## src/hw/rtl/emg_pkg.sv

```systemverilog
`default_nettype none
// ----------------------------------------------------------------------------
// emg_pkg: shared types and constants of the EMG envelope chain
// Fixed widths of the data path, register indexes, sequencer states and
// the request/response structs of the shared divider.
// ----------------------------------------------------------------------------
package emg_pkg;

  localparam int unsigned SAMPLE_W = 16;
  localparam int unsigned COEF_W   = 16;
  localparam int unsigned HP_W     = 26;
  localparam int unsigned LP_W     = 25;
  localparam int unsigned ENV_W    = 24;
  localparam int unsigned VAR_W    = 32;
  localparam int unsigned MVC_W    = 24;
  localparam int unsigned LEVEL_W  = 17;
  localparam int unsigned DZ_W     = 16;
  localparam int unsigned CFG_W    = 32;
  localparam int unsigned CFG_IDX_W = 3;

  localparam int unsigned MUL_A_W  = 32;
  localparam int unsigned MUL_B_W  = 17;
  localparam int unsigned PROD_W   = MUL_A_W + MUL_B_W;

  localparam int unsigned DIV_N_W  = 32;
  localparam int unsigned DIV_D_W  = 33;
  localparam int unsigned QUOT_W   = 17;

  localparam logic [COEF_W-1:0]  COEF_ONE  = 16'd32768;
  localparam logic [LEVEL_W-1:0] LEVEL_ONE = 17'd65536;

  typedef enum logic [CFG_IDX_W-1:0] {
    CFG_HP_COEF  = 3'd0,
    CFG_LP_COEF  = 3'd1,
    CFG_PNS      = 3'd2,
    CFG_MEAS     = 3'd3,
    CFG_MVC      = 3'd4,
    CFG_DEADZONE = 3'd5,
    CFG_ON       = 3'd6,
    CFG_OFF      = 3'd7
  } cfg_idx_e;

  typedef enum logic [14:0] {
    S_IDLE  = 15'b000000000000001,
    S_HP    = 15'b000000000000010,
    S_HPR   = 15'b000000000000100,
    S_LP    = 15'b000000000001000,
    S_LPR   = 15'b000000000010000,
    S_KDIV  = 15'b000000000100000,
    S_KFM   = 15'b000000001000000,
    S_KF    = 15'b000000010000000,
    S_KFR   = 15'b000000100000000,
    S_VAR   = 15'b000001000000000,
    S_VARR  = 15'b000010000000000,
    S_NDIV  = 15'b000100000000000,
    S_NPOST = 15'b001000000000000,
    S_PDIV  = 15'b010000000000000,
    S_FIN   = 15'b100000000000000
  } state_e;

  typedef struct packed {
    logic               start;
    logic [DIV_N_W-1:0] num;
    logic [DIV_D_W-1:0] den;
  } div_req_t;

  typedef struct packed {
    logic              done;
    logic [QUOT_W-1:0] quot;
  } div_rsp_t;

endpackage
`default_nettype wire

```

## src/hw/rtl/emg_if.sv

```systemverilog
`default_nettype none
// ----------------------------------------------------------------------------
// emg_in_if / emg_out_if: valid/ready channels of the envelope chain
// Input carries one raw sample, output one result item.
// ----------------------------------------------------------------------------
interface emg_in_if;
  logic        valid;
  logic        ready;
  logic [15:0] raw_sample;
  modport source (output valid, output raw_sample, input ready);
  modport sink   (input valid, input raw_sample, output ready);
endinterface

interface emg_out_if;
  logic        valid;
  logic        ready;
  logic [23:0] envelope;
  logic [16:0] normalized;
  logic [16:0] proportional;
  logic        contracted;
  modport source (output valid, output envelope, output normalized,
                  output proportional, output contracted, input ready);
  modport sink   (input valid, input envelope, input normalized,
                  input proportional, input contracted, output ready);
endinterface
`default_nettype wire

```

## src/hw/rtl/emg_div.sv

```systemverilog
`default_nettype none
// ----------------------------------------------------------------------------
// emg_div: restoring divider, one quotient bit per cycle
// Computes (num << 16) / den for quotients below 2^17.
// ----------------------------------------------------------------------------
module emg_div (
  input  wire logic              clk_i,
  input  wire logic              rst_ni,
  input  wire emg_pkg::div_req_t req_i,
  output      emg_pkg::div_rsp_t rsp_o
);
  import emg_pkg::*;

  localparam logic [4:0] LAST_STEP = 5'(QUOT_W - 1);

  logic [DIV_D_W-1:0] rem_q, rem_d;
  logic [DIV_D_W-1:0] den_q;
  logic [QUOT_W-1:0]  bring_q;
  logic [QUOT_W-1:0]  quot_q;
  logic [4:0]         cnt_q;
  logic               busy_q, done_q;
  logic [DIV_D_W:0]   trial;
  logic               ge;

  always_comb begin
    trial = {rem_q, bring_q[QUOT_W-1]};
    ge    = trial >= {1'b0, den_q};
    rem_d = ge ? DIV_D_W'(trial - {1'b0, den_q}) : trial[DIV_D_W-1:0];
  end

  always_ff @(posedge clk_i or negedge rst_ni) begin
    if (!rst_ni) begin
      busy_q <= 1'b0;
      done_q <= 1'b0;
      cnt_q  <= '0;
    end else begin
      done_q <= 1'b0;
      if (req_i.start) begin
        busy_q <= 1'b1;
        cnt_q  <= '0;
      end else if (busy_q) begin
        cnt_q <= cnt_q + 5'd1;
        if (cnt_q == LAST_STEP) begin
          busy_q <= 1'b0;
          done_q <= 1'b1;
        end
      end
    end
  end

  // Start with the remainder below the divisor; bring in num[0], then zeros.
  always_ff @(posedge clk_i) begin
    if (req_i.start) begin
      rem_q   <= {2'b0, req_i.num[DIV_N_W-1:1]};
      bring_q <= {req_i.num[0], 16'b0};
      den_q   <= req_i.den;
    end else if (busy_q) begin
      rem_q   <= rem_d;
      bring_q <= {bring_q[QUOT_W-2:0], 1'b0};
      quot_q  <= {quot_q[QUOT_W-2:0], ge};
    end
  end

  assign rsp_o.done = done_q;
  assign rsp_o.quot = quot_q;

endmodule
`default_nettype wire

```

## src/hw/rtl/emg_envelope_chain.sv

```systemverilog
`default_nettype none
// ----------------------------------------------------------------------------
// emg_envelope_chain: EMG high-pass, rectify, envelope, Kalman, hysteresis
// Each result item runs through up to three divisions (Kalman gain,
// normalization, proportional rescale), each one waiting on the shared
// divider, and four passes through the shared registered multiplier, plus
// the sequencer steps. A division is skipped on zero total variance, an
// envelope at twice MVC or more, or a level inside the deadzone. The block
// takes no new item until the current one is handed to the output register,
// and it stalls in its last step while an earlier result item waits there.
// Reset is asynchronous: configuration registers return to their defaults,
// the filter state clears, and the variance returns to one.
// ----------------------------------------------------------------------------
module emg_envelope_chain (
  input  wire logic                      clk_i,
  input  wire logic                      rst_ni,
  emg_in_if.sink                         in_ch,
  emg_out_if.source                      out_ch,
  input  wire logic                      cfg_we_i,
  input  wire logic [emg_pkg::CFG_IDX_W-1:0] cfg_idx_i,
  input  wire logic [emg_pkg::CFG_W-1:0] cfg_data_i
);
  import emg_pkg::*;

  localparam logic [LP_W-1:0]  LP_MAX  = '1;
  localparam logic [ENV_W-1:0] ENV_MAX = '1;

  // configuration registers
  logic [COEF_W-1:0]  hp_coef_q, lp_coef_q;
  logic [VAR_W-1:0]   pns_q, meas_q;
  logic [MVC_W-1:0]   mvc_q;
  logic [DZ_W-1:0]    dz_q;
  logic [LEVEL_W-1:0] on_q, off_q;

  // filter state
  logic [SAMPLE_W-1:0] hp_last_in_q;
  logic [HP_W-1:0]     hp_last_out_q;
  logic [LP_W-1:0]     lp_env_q;
  logic [ENV_W-1:0]    kf_env_q;
  logic [VAR_W-1:0]    kf_var_q;
  logic                flag_q, primed_q;

  // sequencer and work registers
  state_e              state_q;
  logic [MUL_A_W-1:0]  mul_a_q;
  logic [MUL_B_W-1:0]  mul_b_q;
  logic [PROD_W-1:0]   prod_q;
  logic                neg_q;
  logic [VAR_W-1:0]    p_q;
  logic [QUOT_W-1:0]   k_q;
  logic [LEVEL_W-1:0]  norm_q, prop_q;

  // output register
  logic                out_valid_q;
  logic [ENV_W-1:0]    out_env_q;
  logic [LEVEL_W-1:0]  out_norm_q, out_prop_q;

  div_req_t div_req;
  div_rsp_t div_rsp;

  emg_div u_div (
    .clk_i  (clk_i),
    .rst_ni (rst_ni),
    .req_i  (div_req),
    .rsp_o  (div_rsp)
  );

  // ---- combinational helpers ----------------------------------------------
  logic [COEF_W-1:0]   hpc_lim, lpc_lim;
  logic [SAMPLE_W-1:0] li_eff;
  logic [HP_W-1:0]     lo_eff;
  logic [16:0]         x_diff;
  logic [26:0]         hp_sum, hp_mag;
  logic [PROD_W-1:0]   rnd15, rnd16;
  logic [27:0]         hp_m;
  logic [HP_W-1:0]     hp_sat;
  logic [LP_W-1:0]     rect;
  logic [LP_W:0]       lp_diff;
  logic [LP_W-1:0]     lp_dmag;
  logic [25:0]         lp_m;
  logic [26:0]         lp_t;
  logic [LP_W-1:0]     lp_new;
  logic [VAR_W:0]      p_sum;
  logic [VAR_W-1:0]    p_new;
  logic [DIV_D_W-1:0]  den;
  logic [LP_W:0]       kf_diff;
  logic [LP_W-1:0]     kf_dmag;
  logic [25:0]         kf_m;
  logic [27:0]         kf_t;
  logic [ENV_W-1:0]    env_new;
  logic [MVC_W-1:0]    mvc_eff;
  logic                flag_n;

  always_comb begin
    hpc_lim = (hp_coef_q > COEF_ONE) ? COEF_ONE : hp_coef_q;
    lpc_lim = (lp_coef_q > COEF_ONE) ? COEF_ONE : lp_coef_q;

    // priming: the first sample takes itself as the previous input
    li_eff  = primed_q ? hp_last_in_q : in_ch.raw_sample;
    lo_eff  = primed_q ? hp_last_out_q : '0;
    x_diff  = {in_ch.raw_sample[SAMPLE_W-1], in_ch.raw_sample}
            - {li_eff[SAMPLE_W-1], li_eff};
    hp_sum  = {lo_eff[HP_W-1], lo_eff} + {{2{x_diff[16]}}, x_diff, 8'b0};
    hp_mag  = hp_sum[26] ? 27'(-hp_sum) : hp_sum;

    // round halves away from zero on the magnitude
    rnd15   = prod_q + PROD_W'(16384);
    rnd16   = prod_q + PROD_W'(32768);

    hp_m    = rnd15[42:15];
    if (!neg_q) begin
      hp_sat = (hp_m > 28'h1FFFFFF) ? 26'h1FFFFFF : hp_m[HP_W-1:0];
    end else begin
      hp_sat = (hp_m > 28'h2000000) ? 26'h2000000 : 26'(-hp_m[HP_W-1:0]);
    end
    rect    = (hp_m > {3'b0, LP_MAX}) ? LP_MAX : hp_m[LP_W-1:0];
    lp_diff = {1'b0, rect} - {1'b0, lp_env_q};
    lp_dmag = lp_diff[LP_W] ? LP_W'(-lp_diff) : lp_diff[LP_W-1:0];

    lp_m    = rnd15[40:15];
    lp_t    = neg_q ? ({2'b0, lp_env_q} - {1'b0, lp_m}) : ({2'b0, lp_env_q} + {1'b0, lp_m});
    if (lp_t[26]) begin
      lp_new = '0;
    end else if (lp_t[25]) begin
      lp_new = LP_MAX;
    end else begin
      lp_new = lp_t[LP_W-1:0];
    end

    p_sum   = {1'b0, kf_var_q} + {1'b0, pns_q};
    p_new   = p_sum[VAR_W] ? '1 : p_sum[VAR_W-1:0];
    den     = {1'b0, p_new} + {1'b0, meas_q};

    kf_diff = {1'b0, lp_env_q} - {2'b0, kf_env_q};
    kf_dmag = kf_diff[LP_W] ? LP_W'(-kf_diff) : kf_diff[LP_W-1:0];
    kf_m    = rnd16[41:16];
    kf_t    = neg_q ? ({4'b0, kf_env_q} - {2'b0, kf_m}) : ({4'b0, kf_env_q} + {2'b0, kf_m});
    if (kf_t[27]) begin
      env_new = '0;
    end else if (kf_t[26:24] != 3'b0) begin
      env_new = ENV_MAX;
    end else begin
      env_new = kf_t[ENV_W-1:0];
    end

    mvc_eff = (mvc_q == '0) ? MVC_W'(1) : mvc_q;

    if (!flag_q && norm_q >= on_q) begin
      flag_n = 1'b1;
    end else if (flag_q && norm_q <= off_q) begin
      flag_n = 1'b0;
    end else begin
      flag_n = flag_q;
    end
  end

  // ---- divider requests ---------------------------------------------------
  always_comb begin
    div_req = '0;
    unique case (state_q)
      S_LPR: begin
        div_req.start = (den != '0);
        div_req.num   = p_new;
        div_req.den   = den;
      end
      S_VARR: begin
        div_req.start = ({1'b0, kf_env_q} < {mvc_eff, 1'b0});
        div_req.num   = {8'b0, kf_env_q};
        div_req.den   = {9'b0, mvc_eff};
      end
      S_NPOST: begin
        div_req.start = (norm_q > {1'b0, dz_q});
        div_req.num   = {15'b0, 17'(norm_q - {1'b0, dz_q})};
        div_req.den   = {16'b0, 17'(LEVEL_ONE - {1'b0, dz_q})};
      end
      default: div_req = '0;
    endcase
  end

  assign in_ch.ready = (state_q == S_IDLE);

  // ---- configuration ------------------------------------------------------
  always_ff @(posedge clk_i or negedge rst_ni) begin
    if (!rst_ni) begin
      hp_coef_q <= 16'd32768;
      lp_coef_q <= 16'd32768;
      pns_q     <= '0;
      meas_q    <= 32'd65536;
      mvc_q     <= 24'd256;
      dz_q      <= '0;
      on_q      <= 17'd39322;
      off_q     <= 17'd26214;
    end else if (cfg_we_i) begin
      unique case (cfg_idx_e'(cfg_idx_i))
        CFG_HP_COEF:  hp_coef_q <= cfg_data_i[COEF_W-1:0];
        CFG_LP_COEF:  lp_coef_q <= cfg_data_i[COEF_W-1:0];
        CFG_PNS:      pns_q     <= cfg_data_i;
        CFG_MEAS:     meas_q    <= cfg_data_i;
        CFG_MVC:      mvc_q     <= cfg_data_i[MVC_W-1:0];
        CFG_DEADZONE: dz_q      <= cfg_data_i[DZ_W-1:0];
        CFG_ON:       on_q      <= cfg_data_i[LEVEL_W-1:0];
        CFG_OFF:      off_q     <= cfg_data_i[LEVEL_W-1:0];
        default: ;
      endcase
    end
  end

  // ---- shared multiplier, registered --------------------------------------
  always_ff @(posedge clk_i) begin
    prod_q <= mul_a_q * mul_b_q;
  end

  // ---- sequencer ----------------------------------------------------------
  always_ff @(posedge clk_i or negedge rst_ni) begin
    if (!rst_ni) begin
      state_q       <= S_IDLE;
      hp_last_in_q  <= '0;
      hp_last_out_q <= '0;
      lp_env_q      <= '0;
      kf_env_q      <= '0;
      kf_var_q      <= 32'd65536;
      flag_q        <= 1'b0;
      primed_q      <= 1'b0;
      out_valid_q   <= 1'b0;
    end else begin
      // drop the result once the sink takes it, unless a new one replaces it
      if (out_valid_q && out_ch.ready && (state_q != S_FIN)) begin
        out_valid_q <= 1'b0;
      end
      unique case (state_q)
        S_IDLE: begin
          if (in_ch.valid) begin
            hp_last_in_q <= in_ch.raw_sample;
            primed_q     <= 1'b1;
            mul_a_q      <= {5'b0, hp_mag};
            mul_b_q      <= {1'b0, hpc_lim};
            neg_q        <= hp_sum[26];
            state_q      <= S_HP;
          end
        end
        S_HP: state_q <= S_HPR;
        S_HPR: begin
          hp_last_out_q <= hp_sat;
          mul_a_q       <= {7'b0, lp_dmag};
          mul_b_q       <= {1'b0, lpc_lim};
          neg_q         <= lp_diff[LP_W];
          state_q       <= S_LP;
        end
        S_LP: state_q <= S_LPR;
        S_LPR: begin
          lp_env_q <= lp_new;
          p_q      <= p_new;
          // zero total variance: zero gain, estimate kept
          if (den == '0) begin
            k_q     <= '0;
            state_q <= S_KFM;
          end else begin
            state_q <= S_KDIV;
          end
        end
        S_KDIV: begin
          if (div_rsp.done) begin
            k_q     <= div_rsp.quot;
            state_q <= S_KFM;
          end
        end
        S_KFM: begin
          mul_a_q <= {7'b0, kf_dmag};
          mul_b_q <= k_q;
          neg_q   <= kf_diff[LP_W];
          state_q <= S_KF;
        end
        S_KF: state_q <= S_KFR;
        S_KFR: begin
          kf_env_q  <= env_new;
          mul_a_q   <= p_q;
          mul_b_q   <= LEVEL_ONE - k_q;
          state_q   <= S_VAR;
        end
        S_VAR: state_q <= S_VARR;
        S_VARR: begin
          kf_var_q <= rnd16[47:16];
          // envelope at twice MVC or more: clamp without dividing
          if ({1'b0, kf_env_q} >= {mvc_eff, 1'b0}) begin
            norm_q  <= LEVEL_ONE;
            state_q <= S_NPOST;
          end else begin
            state_q <= S_NDIV;
          end
        end
        S_NDIV: begin
          if (div_rsp.done) begin
            norm_q  <= (div_rsp.quot > LEVEL_ONE) ? LEVEL_ONE : div_rsp.quot;
            state_q <= S_NPOST;
          end
        end
        S_NPOST: begin
          if (norm_q <= {1'b0, dz_q}) begin
            prop_q  <= '0;
            state_q <= S_FIN;
          end else begin
            state_q <= S_PDIV;
          end
        end
        S_PDIV: begin
          if (div_rsp.done) begin
            prop_q  <= (div_rsp.quot > LEVEL_ONE) ? LEVEL_ONE : div_rsp.quot;
            state_q <= S_FIN;
          end
        end
        S_FIN: begin
          // hold until the output register is free
          if (!out_valid_q || out_ch.ready) begin
            flag_q      <= flag_n;
            out_env_q   <= kf_env_q;
            out_norm_q  <= norm_q;
            out_prop_q  <= prop_q;
            out_valid_q <= 1'b1;
            state_q     <= S_IDLE;
          end
        end
        default: state_q <= S_IDLE;
      endcase
    end
  end

  assign out_ch.valid        = out_valid_q;
  assign out_ch.envelope     = out_env_q;
  assign out_ch.normalized   = out_norm_q;
  assign out_ch.proportional = out_prop_q;
  assign out_ch.contracted   = flag_q;

endmodule
`default_nettype wire

```

## src/flat_wrapper.sv

```systemverilog
// flat-port wrapper written by rule: the top's interface ports become plain ports
module emg_envelope_chain_flat import emg_pkg::*;
  (clk_i, rst_ni, cfg_we_i, cfg_idx_i, cfg_data_i, in_ch_valid, in_ch_raw_sample, in_ch_ready, out_ch_valid, out_ch_envelope, out_ch_normalized, out_ch_proportional, out_ch_contracted, out_ch_ready);
  emg_in_if in_ch_i ();
  emg_out_if out_ch_i ();
  input  wire logic clk_i;
  input  wire logic rst_ni;
  input  wire logic cfg_we_i;
  input  wire logic [emg_pkg::CFG_IDX_W-1:0] cfg_idx_i;
  input  wire logic [emg_pkg::CFG_W-1:0] cfg_data_i;
  input wire logic [$bits(in_ch_i.valid)-1:0] in_ch_valid;
  input wire logic [$bits(in_ch_i.raw_sample)-1:0] in_ch_raw_sample;
  output wire logic [$bits(in_ch_i.ready)-1:0] in_ch_ready;
  output wire logic [$bits(out_ch_i.valid)-1:0] out_ch_valid;
  output wire logic [$bits(out_ch_i.envelope)-1:0] out_ch_envelope;
  output wire logic [$bits(out_ch_i.normalized)-1:0] out_ch_normalized;
  output wire logic [$bits(out_ch_i.proportional)-1:0] out_ch_proportional;
  output wire logic [$bits(out_ch_i.contracted)-1:0] out_ch_contracted;
  input wire logic [$bits(out_ch_i.ready)-1:0] out_ch_ready;
  assign in_ch_i.valid = in_ch_valid;
  assign in_ch_i.raw_sample = in_ch_raw_sample;
  assign in_ch_ready = in_ch_i.ready;
  assign out_ch_valid = out_ch_i.valid;
  assign out_ch_envelope = out_ch_i.envelope;
  assign out_ch_normalized = out_ch_i.normalized;
  assign out_ch_proportional = out_ch_i.proportional;
  assign out_ch_contracted = out_ch_i.contracted;
  assign out_ch_i.ready = out_ch_ready;
  emg_envelope_chain u_core (.clk_i(clk_i), .rst_ni(rst_ni), .in_ch(in_ch_i), .out_ch(out_ch_i), .cfg_we_i(cfg_we_i), .cfg_idx_i(cfg_idx_i), .cfg_data_i(cfg_data_i));
endmodule
```

## config.mk

```make
export PLATFORM = sky130hd
export DESIGN_NAME = emg_envelope_chain_flat
export DESIGN_NICKNAME = d
export VERILOG_FILES = /design/src/hw/rtl/emg_pkg.sv /design/src/hw/rtl/emg_if.sv /design/src/hw/rtl/emg_div.sv /design/src/hw/rtl/emg_envelope_chain.sv /design/src/flat_wrapper.sv
export SDC_FILE = /design/constraint.sdc
export NUM_CORES = 2
export LEC_CHECK = 0
export ABC_AREA = 1
export BUFFER_PORTS_ARGS = -buffer_cell sky130_fd_sc_hd__buf_2
export CAP_MARGIN = 10
export CORE_ASPECT_RATIO = 0.6
export CORE_UTILIZATION = 30
export CTS_BUF_LIST = sky130_fd_sc_hd__clkbuf_8
export CTS_CLUSTER_DIAMETER = 120
export DETAILED_ROUTE_END_ITERATION = 16
export SKIP_CTS_REPAIR_TIMING = 1
export SYNTH_ARGS = -nofsm -noshare
export SYNTH_HDL_FRONTEND = slang
export SYNTH_SLANG_ARGS = --single-unit
```

## constraint.sdc

```tcl
create_clock -name clk_i -period 13 [get_ports clk_i]
set_clock_uncertainty 0.1 [all_clocks]
set_input_delay 1.95 -clock clk_i [delete_from_list [all_inputs] [get_ports clk_i]]
set_output_delay 1.95 -clock clk_i [all_outputs]
set_load 0.02 [all_outputs]
```

---- Word-level counts from Yosys, hierarchy flattened ----
Cells that the tools add are included.
operators by class
  shift-type cells ........................ 0
  $mul .................................... 1
  add/sub/neg operators ................... 21
  reductions and logical operators ........ 38
  divide/modulo/power cells ............... 0
  magnitude comparators ................... 12
  multiplexer cells ....................... 62
  equality and inequality tests ........... 32
  bitwise gates (word level) .............. 1
operators with widths
  cell                    count
  $pmux 15 s15            1
  $pmux 66 s3             1
  $mux 17                 9
  $pmux 32 s4             1
  $mux 25                 5
  $mux 26                 4
  $pmux 17 s2             3
  $mux 15                 6
  $mux 24                 3
  $pmux 17 s4             1
  $add 32x32->33          2
  $mux 32                 2
  $mux 31                 2
  $mux 27                 2
  $neg 25->25             2
  $add 48x16->48 const B  1
  $mul 32x17->48          1
  $mux 16                 3
  $add 43x15->43 const B  1
  $ge 34x33->1            1
  $logic_not 33->1        1
  $mux 33                 1
  $reduce_bool 33->1      1
  $sub 33x33->33          1
  65 further kinds        112
word-level totals
  bits of input ports ..................... 56
  RAM bits ................................ 0
  ROM bits ................................ 0
  logic and storage cells ................. 203
  memories ................................ 0
  flip-flop bits (word level) ............. 641
  bits in latches ......................... 0
  output and inout port bits .............. 61

---- Longest topological paths before layout ----
  depth after elaboration ................. 7
  mapped depth ............................ 35
  gate-level depth less buffers ........... 34

---- Cells and area by module ----
A second synthesis with hierarchy kept.
unflattened totals
  cells, all modules ...................... 8,912
  area, all modules ....................... 64,591.9 µm²
modules (own cells, without submodules)
  module              area each (µm²)  times used  cells each  seq. area each (µm²)
  emg_envelope_chain  58,021.9         1           7,985       14,226.1
  emg_div             6,570.1          1           927         2,677.6

---- Worst setup path before layout ----
OpenSTA, ideal clock, no wires.
  path kind ............................... input to register
  from .................................... input rst_ni
  to ...................................... register u_core.out_env_q[0] (netlist: u_core.out_ch.envelope[0]), enable pin
  buffers on the path ..................... 0
  required time ........................... 12.343 ns
  cell stages on the path ................. 2
  arrival time ............................ 6.278 ns
  path slack .............................. 6.065 ns
  path through ............................ inv_1 nor3b_1
between the ends
  longest elaborated chain between the ends .. 1
ends and longest elaborated chain
  what                               RTL line                   text
  from (decl)                        flat_wrapper.sv:7          input wire logic rst_ni;
  $reduce_and 3->1 (no source line)  --
  to (signal assigned)               emg_envelope_chain.sv:315  out_env_q <= kf_env_q;
  to (decl)                          emg_envelope_chain.sv:55   logic [ENV_W-1:0] out_env_q;
Every way passes these cells.
A chain may end at the register's enable or synchronous reset.

---- Worst setup path after layout ----
  from .................................... register u_core.kf_var_q[0]
  to ...................................... register u_core.u_div.rem_q[22], enable pin
between the ends
  longest elaborated chain between the ends .. 6
ends and longest elaborated chain
  what                                RTL line                   text
  from (decl)                         emg_envelope_chain.sv:40   logic [VAR_W-1:0] kf_var_q;
  from (signal assigned)              emg_envelope_chain.sv:282  kf_var_q <= rnd16[47:16];
  $add 32x32->33                      emg_envelope_chain.sv:130  p_sum = {1'b0, kf_var_q} + {1'b0, pns_q};
  $mux 32                             emg_envelope_chain.sv:131  p_new = p_sum[VAR_W] ? '1 : p_sum[VAR_W-1:0];
  via u_core.p_new[23]                emg_envelope_chain.sv:84   logic [VAR_W-1:0] p_new;
  $add 32x32->33                      emg_envelope_chain.sv:132  den = {1'b0, p_new} + {1'b0, meas_q};
  $reduce_bool 33->1                  emg_envelope_chain.sv:162  div_req.start = (den != '0);
  $pmux 66 s3                         emg_envelope_chain.sv:160  unique case (state_q)
  $reduce_bool 2->1 (no source line)  --
  to (signal assigned)                emg_div.sv:54              rem_q <= {2'b0, req_i.num[DIV_N_W-1:1]};
  to (signal assigned)                emg_div.sv:58              rem_q <= rem_d;
  to (decl)                           emg_div.sv:16              logic [DIV_D_W-1:0] rem_q, rem_d;
The timed path passes the listed nets, and every way through them passes these cells.

==> results.json <==
{
  "status": "finished clean",
  "crit_path_end_kind": "flip-flop",
  "grt_overflow": 0,
  "multi_input_comb_area_um2": 40920,
  "clock-sinks": 627,
  "grt_pass1_vias": 58696,
  "synthesis.area_um2": 64790,
  "routed_wl_um": 272900,
  "netlist_instances": 8939,
  "synth-seq-cells": 627,
  "cts_tree": "yes",
  "numPortBuffers": 116,
  "cap_viol_max_count": 0,
  "fp.dieH_um": 362.0,
  "finalSetupViolations": 0,
  "synthTopCellsByCount": "2570 x nand2_1, 1573 x inv_1, 587 x nor2_1, 527 x o21ai_0, 462 x a21oi_1",
  "syn_to_final_growth_pct": 9.529,
  "cts_buffers": 100,
  "yosysUniqueCellTypes": 71,
  "wl_per_cell_um": 22.87,
  "clk-insertion-delay-late_ns": 0.84,
  "fin_crit_ns": 8.112,
  "worstMarginPinSlew_ns": 1.347,
  "fin_area_um2": 70960,
  "synth_edf_count": 273,
  "regArea_um2": 16910,
  "synth_top_area_share_pct": 14.89,
  "startpoint_type": "flip-flop",
  "ios": 117,
  "num_rows": 131,
  "postRouteAntennaNets": 0,
  "yosysTopAreaCell": "nand2_1",
  "drt_iter0_markers": 7956,
  "ys_async_sr_fraction_pct": 50.72,
  "layout-drive-gt1-share_pct": 5.845,
  "gr-usage-all-layers_pct": 24.53,
  "globalplace.congestion": 0.9951,
  "setup_slack_ns": 4.888,
  "cts_htree_levels": 3,
  "grt_pass1_wl_um": 397400,
  "crit_path_top_delay_cell": "inv_1",
  "max_stage_delay_ns": 1.03,
  "fp.dieArea_um2": 217900,
  "vias": 62483,
  "n_fill_cell": 22937,
  "dp_hpwl_um": 222700,
  "hold_violations": 0,
  "clk_path_buf_depth": 3,
  "clkTransAtPathRegs_ns": 0.07,
  "crit_fanout": 32,
  "antenna_found_initial": 38,
  "first_pass_iters": 9,
  "hp-class": "flip-flop to flip-flop",
  "synth.most_common_cell": "nand2_1",
  "remaining_drc_errors": 0,
  "start_util_pct": 30.34,
  "cpMostUsedCell": "nand2_1",
  "vias_per_cell": 5.235,
  "dp_slack_ns": 5.028,
  "syn_nets": 9907,
  "cts-root-buf": "clkbuf_8",
  "grt_max_degree": 158,
  "synth_flop_cell": "dfrtp_1",
  "synth_area_per_cell_um2": 7.248,
  "yosys_warnings": 0,
  "nets": 9947,
  "setup_tns_ns": 0,
  "dieWidth_um": 601.9,
  "worst-setup-path-type": "flip-flop to flip-flop",
  "required_ns": 13.44,
  "cp.arrival_ns": 8.56,
  "yosysSeqAreaShare_pct": 26.09,
  "placed_area_um2": 68650,
  "synth_area_leaders": "nand2_1 15%, fa_1 14%, edfxtp_1 13%",
  "core_um2": 213600,
  "rsz0062_at_grt": "false",
  "max_slew_margin_pct": 9.689,
  "fmax_ghz": 0.1233,
  "finalCritPeriodShare_pct": 62.40,
  "slew_violations": 0
}
worst max-delay path, delay by kind of cell (launching register included):
kind,cells,cell delay (ns)
adder cells (fa/ha/maj),3,1.15
AND/OR/NAND/NOR,16,3.22
AO/OA/AOI/OAI,5,1.09
buffers and inverters,3,1.86
flip-flops,1,0.39
sequential cells by signal, summed over array words and instances, names as in the netlist, 24 cells and up:
signal and flops:
u_core.hp_last_out_q 26, u_core.kf_env_q 24, u_core.kf_var_q 32, u_core.lp_env_q 25
u_core.meas_q 32, u_core.mul_a_q 32, u_core.mvc_q 24, u_core.out_ch.envelope 24
u_core.p_q 32, u_core.pns_q 32, u_core.prod_q 34, u_core.u_div.den_q 33
u_core.u_div.rem_q 33
path summary, 6_finish.rpt:
path | end | cells after the start | slack [ns] | startpoint
min reg2reg | u_core.out_ch.proportional[1] | 0 | 0.32 | u_core.prop_q[1]
max reg2reg | u_core.u_div.rem_q[22] | 27 | 4.89 | u_core.kf_var_q[0]
min | u_core.out_ch.proportional[1] | 0 | 0.32 | u_core.prop_q[1]
max in group asynchronous | u_core.meas_q[28] | 2 | 10.58 | rst_ni
min in group asynchronous | u_core.hp_last_in_q[1] | 1 | 0.90 | rst_ni
max | u_core.u_div.rem_q[22] | 27 | 4.89 | u_core.kf_var_q[0]
layer usage:
layer	part of all wire [%]	global-route usage, %
met5	0.042	0
met4	2.1	4.742
met3	12	7.053
met2	36	31.71
met1	49	39.06
final cells by class:
class                      count  area share, %
clock buffer                 113          2.192
tap                         2859          5.041
inverter                    1598          8.455
multi-input combinational   6450          57.66
clock inverter                77          1.021
timing repair buffer         202          1.777
sequential                   627          23.82
antenna                        9        0.03174
stage by stage:
step	hold WS [ns]	utilization, %	std cells
detailed placement	0.3056	32.14	11735
global route	0.3289	33.22	11930
global placement	0.3081	32.14	11735
CTS	0.3284	33.21	11925
floorplan	0.3003	-	8939
finish	0.3211	33.23	11935
cells in the final DEF, fill, tap and decap left out, types with 113 or more instances in the layout:
cell / netlist / routed
nand2_1: 2570 / 2568
inv_1: 1573 / 1592
nor2_1: 587 / 583
o21ai_0: 527 / 527
a21oi_1: 462 / 462
fa_1: 457 / 457
ha_1: 455 / 455
nand3_1: 444 / 442
dfrtp_1: 296 / 295
edfxtp_1: 273 / 273
xor2_1: 170 / 170
nand4_1: 145 / 145
buf_2: 20 / 115
clkbuf_8: 0 / 113
logic make-up (layout without fill, tap and decap cells):
logic type,after synthesis,in the layout,synth area share [%]
buffers and inverters,1862,1990,10.87
multiplexers,5,5,0.07918
other,0,9,0
AND/OR/NAND/NOR,4034,4034,26.06
XOR/XNOR,242,242,3.300
flip-flops,627,627,26.09
adder cells (fa/ha/maj),912,912,22.91
AO/OA/AOI/OAI,1257,1257,10.69
Power is not shown: default switching activity piles up to over one toggle a cycle in this logic, so the estimate is an artifact.
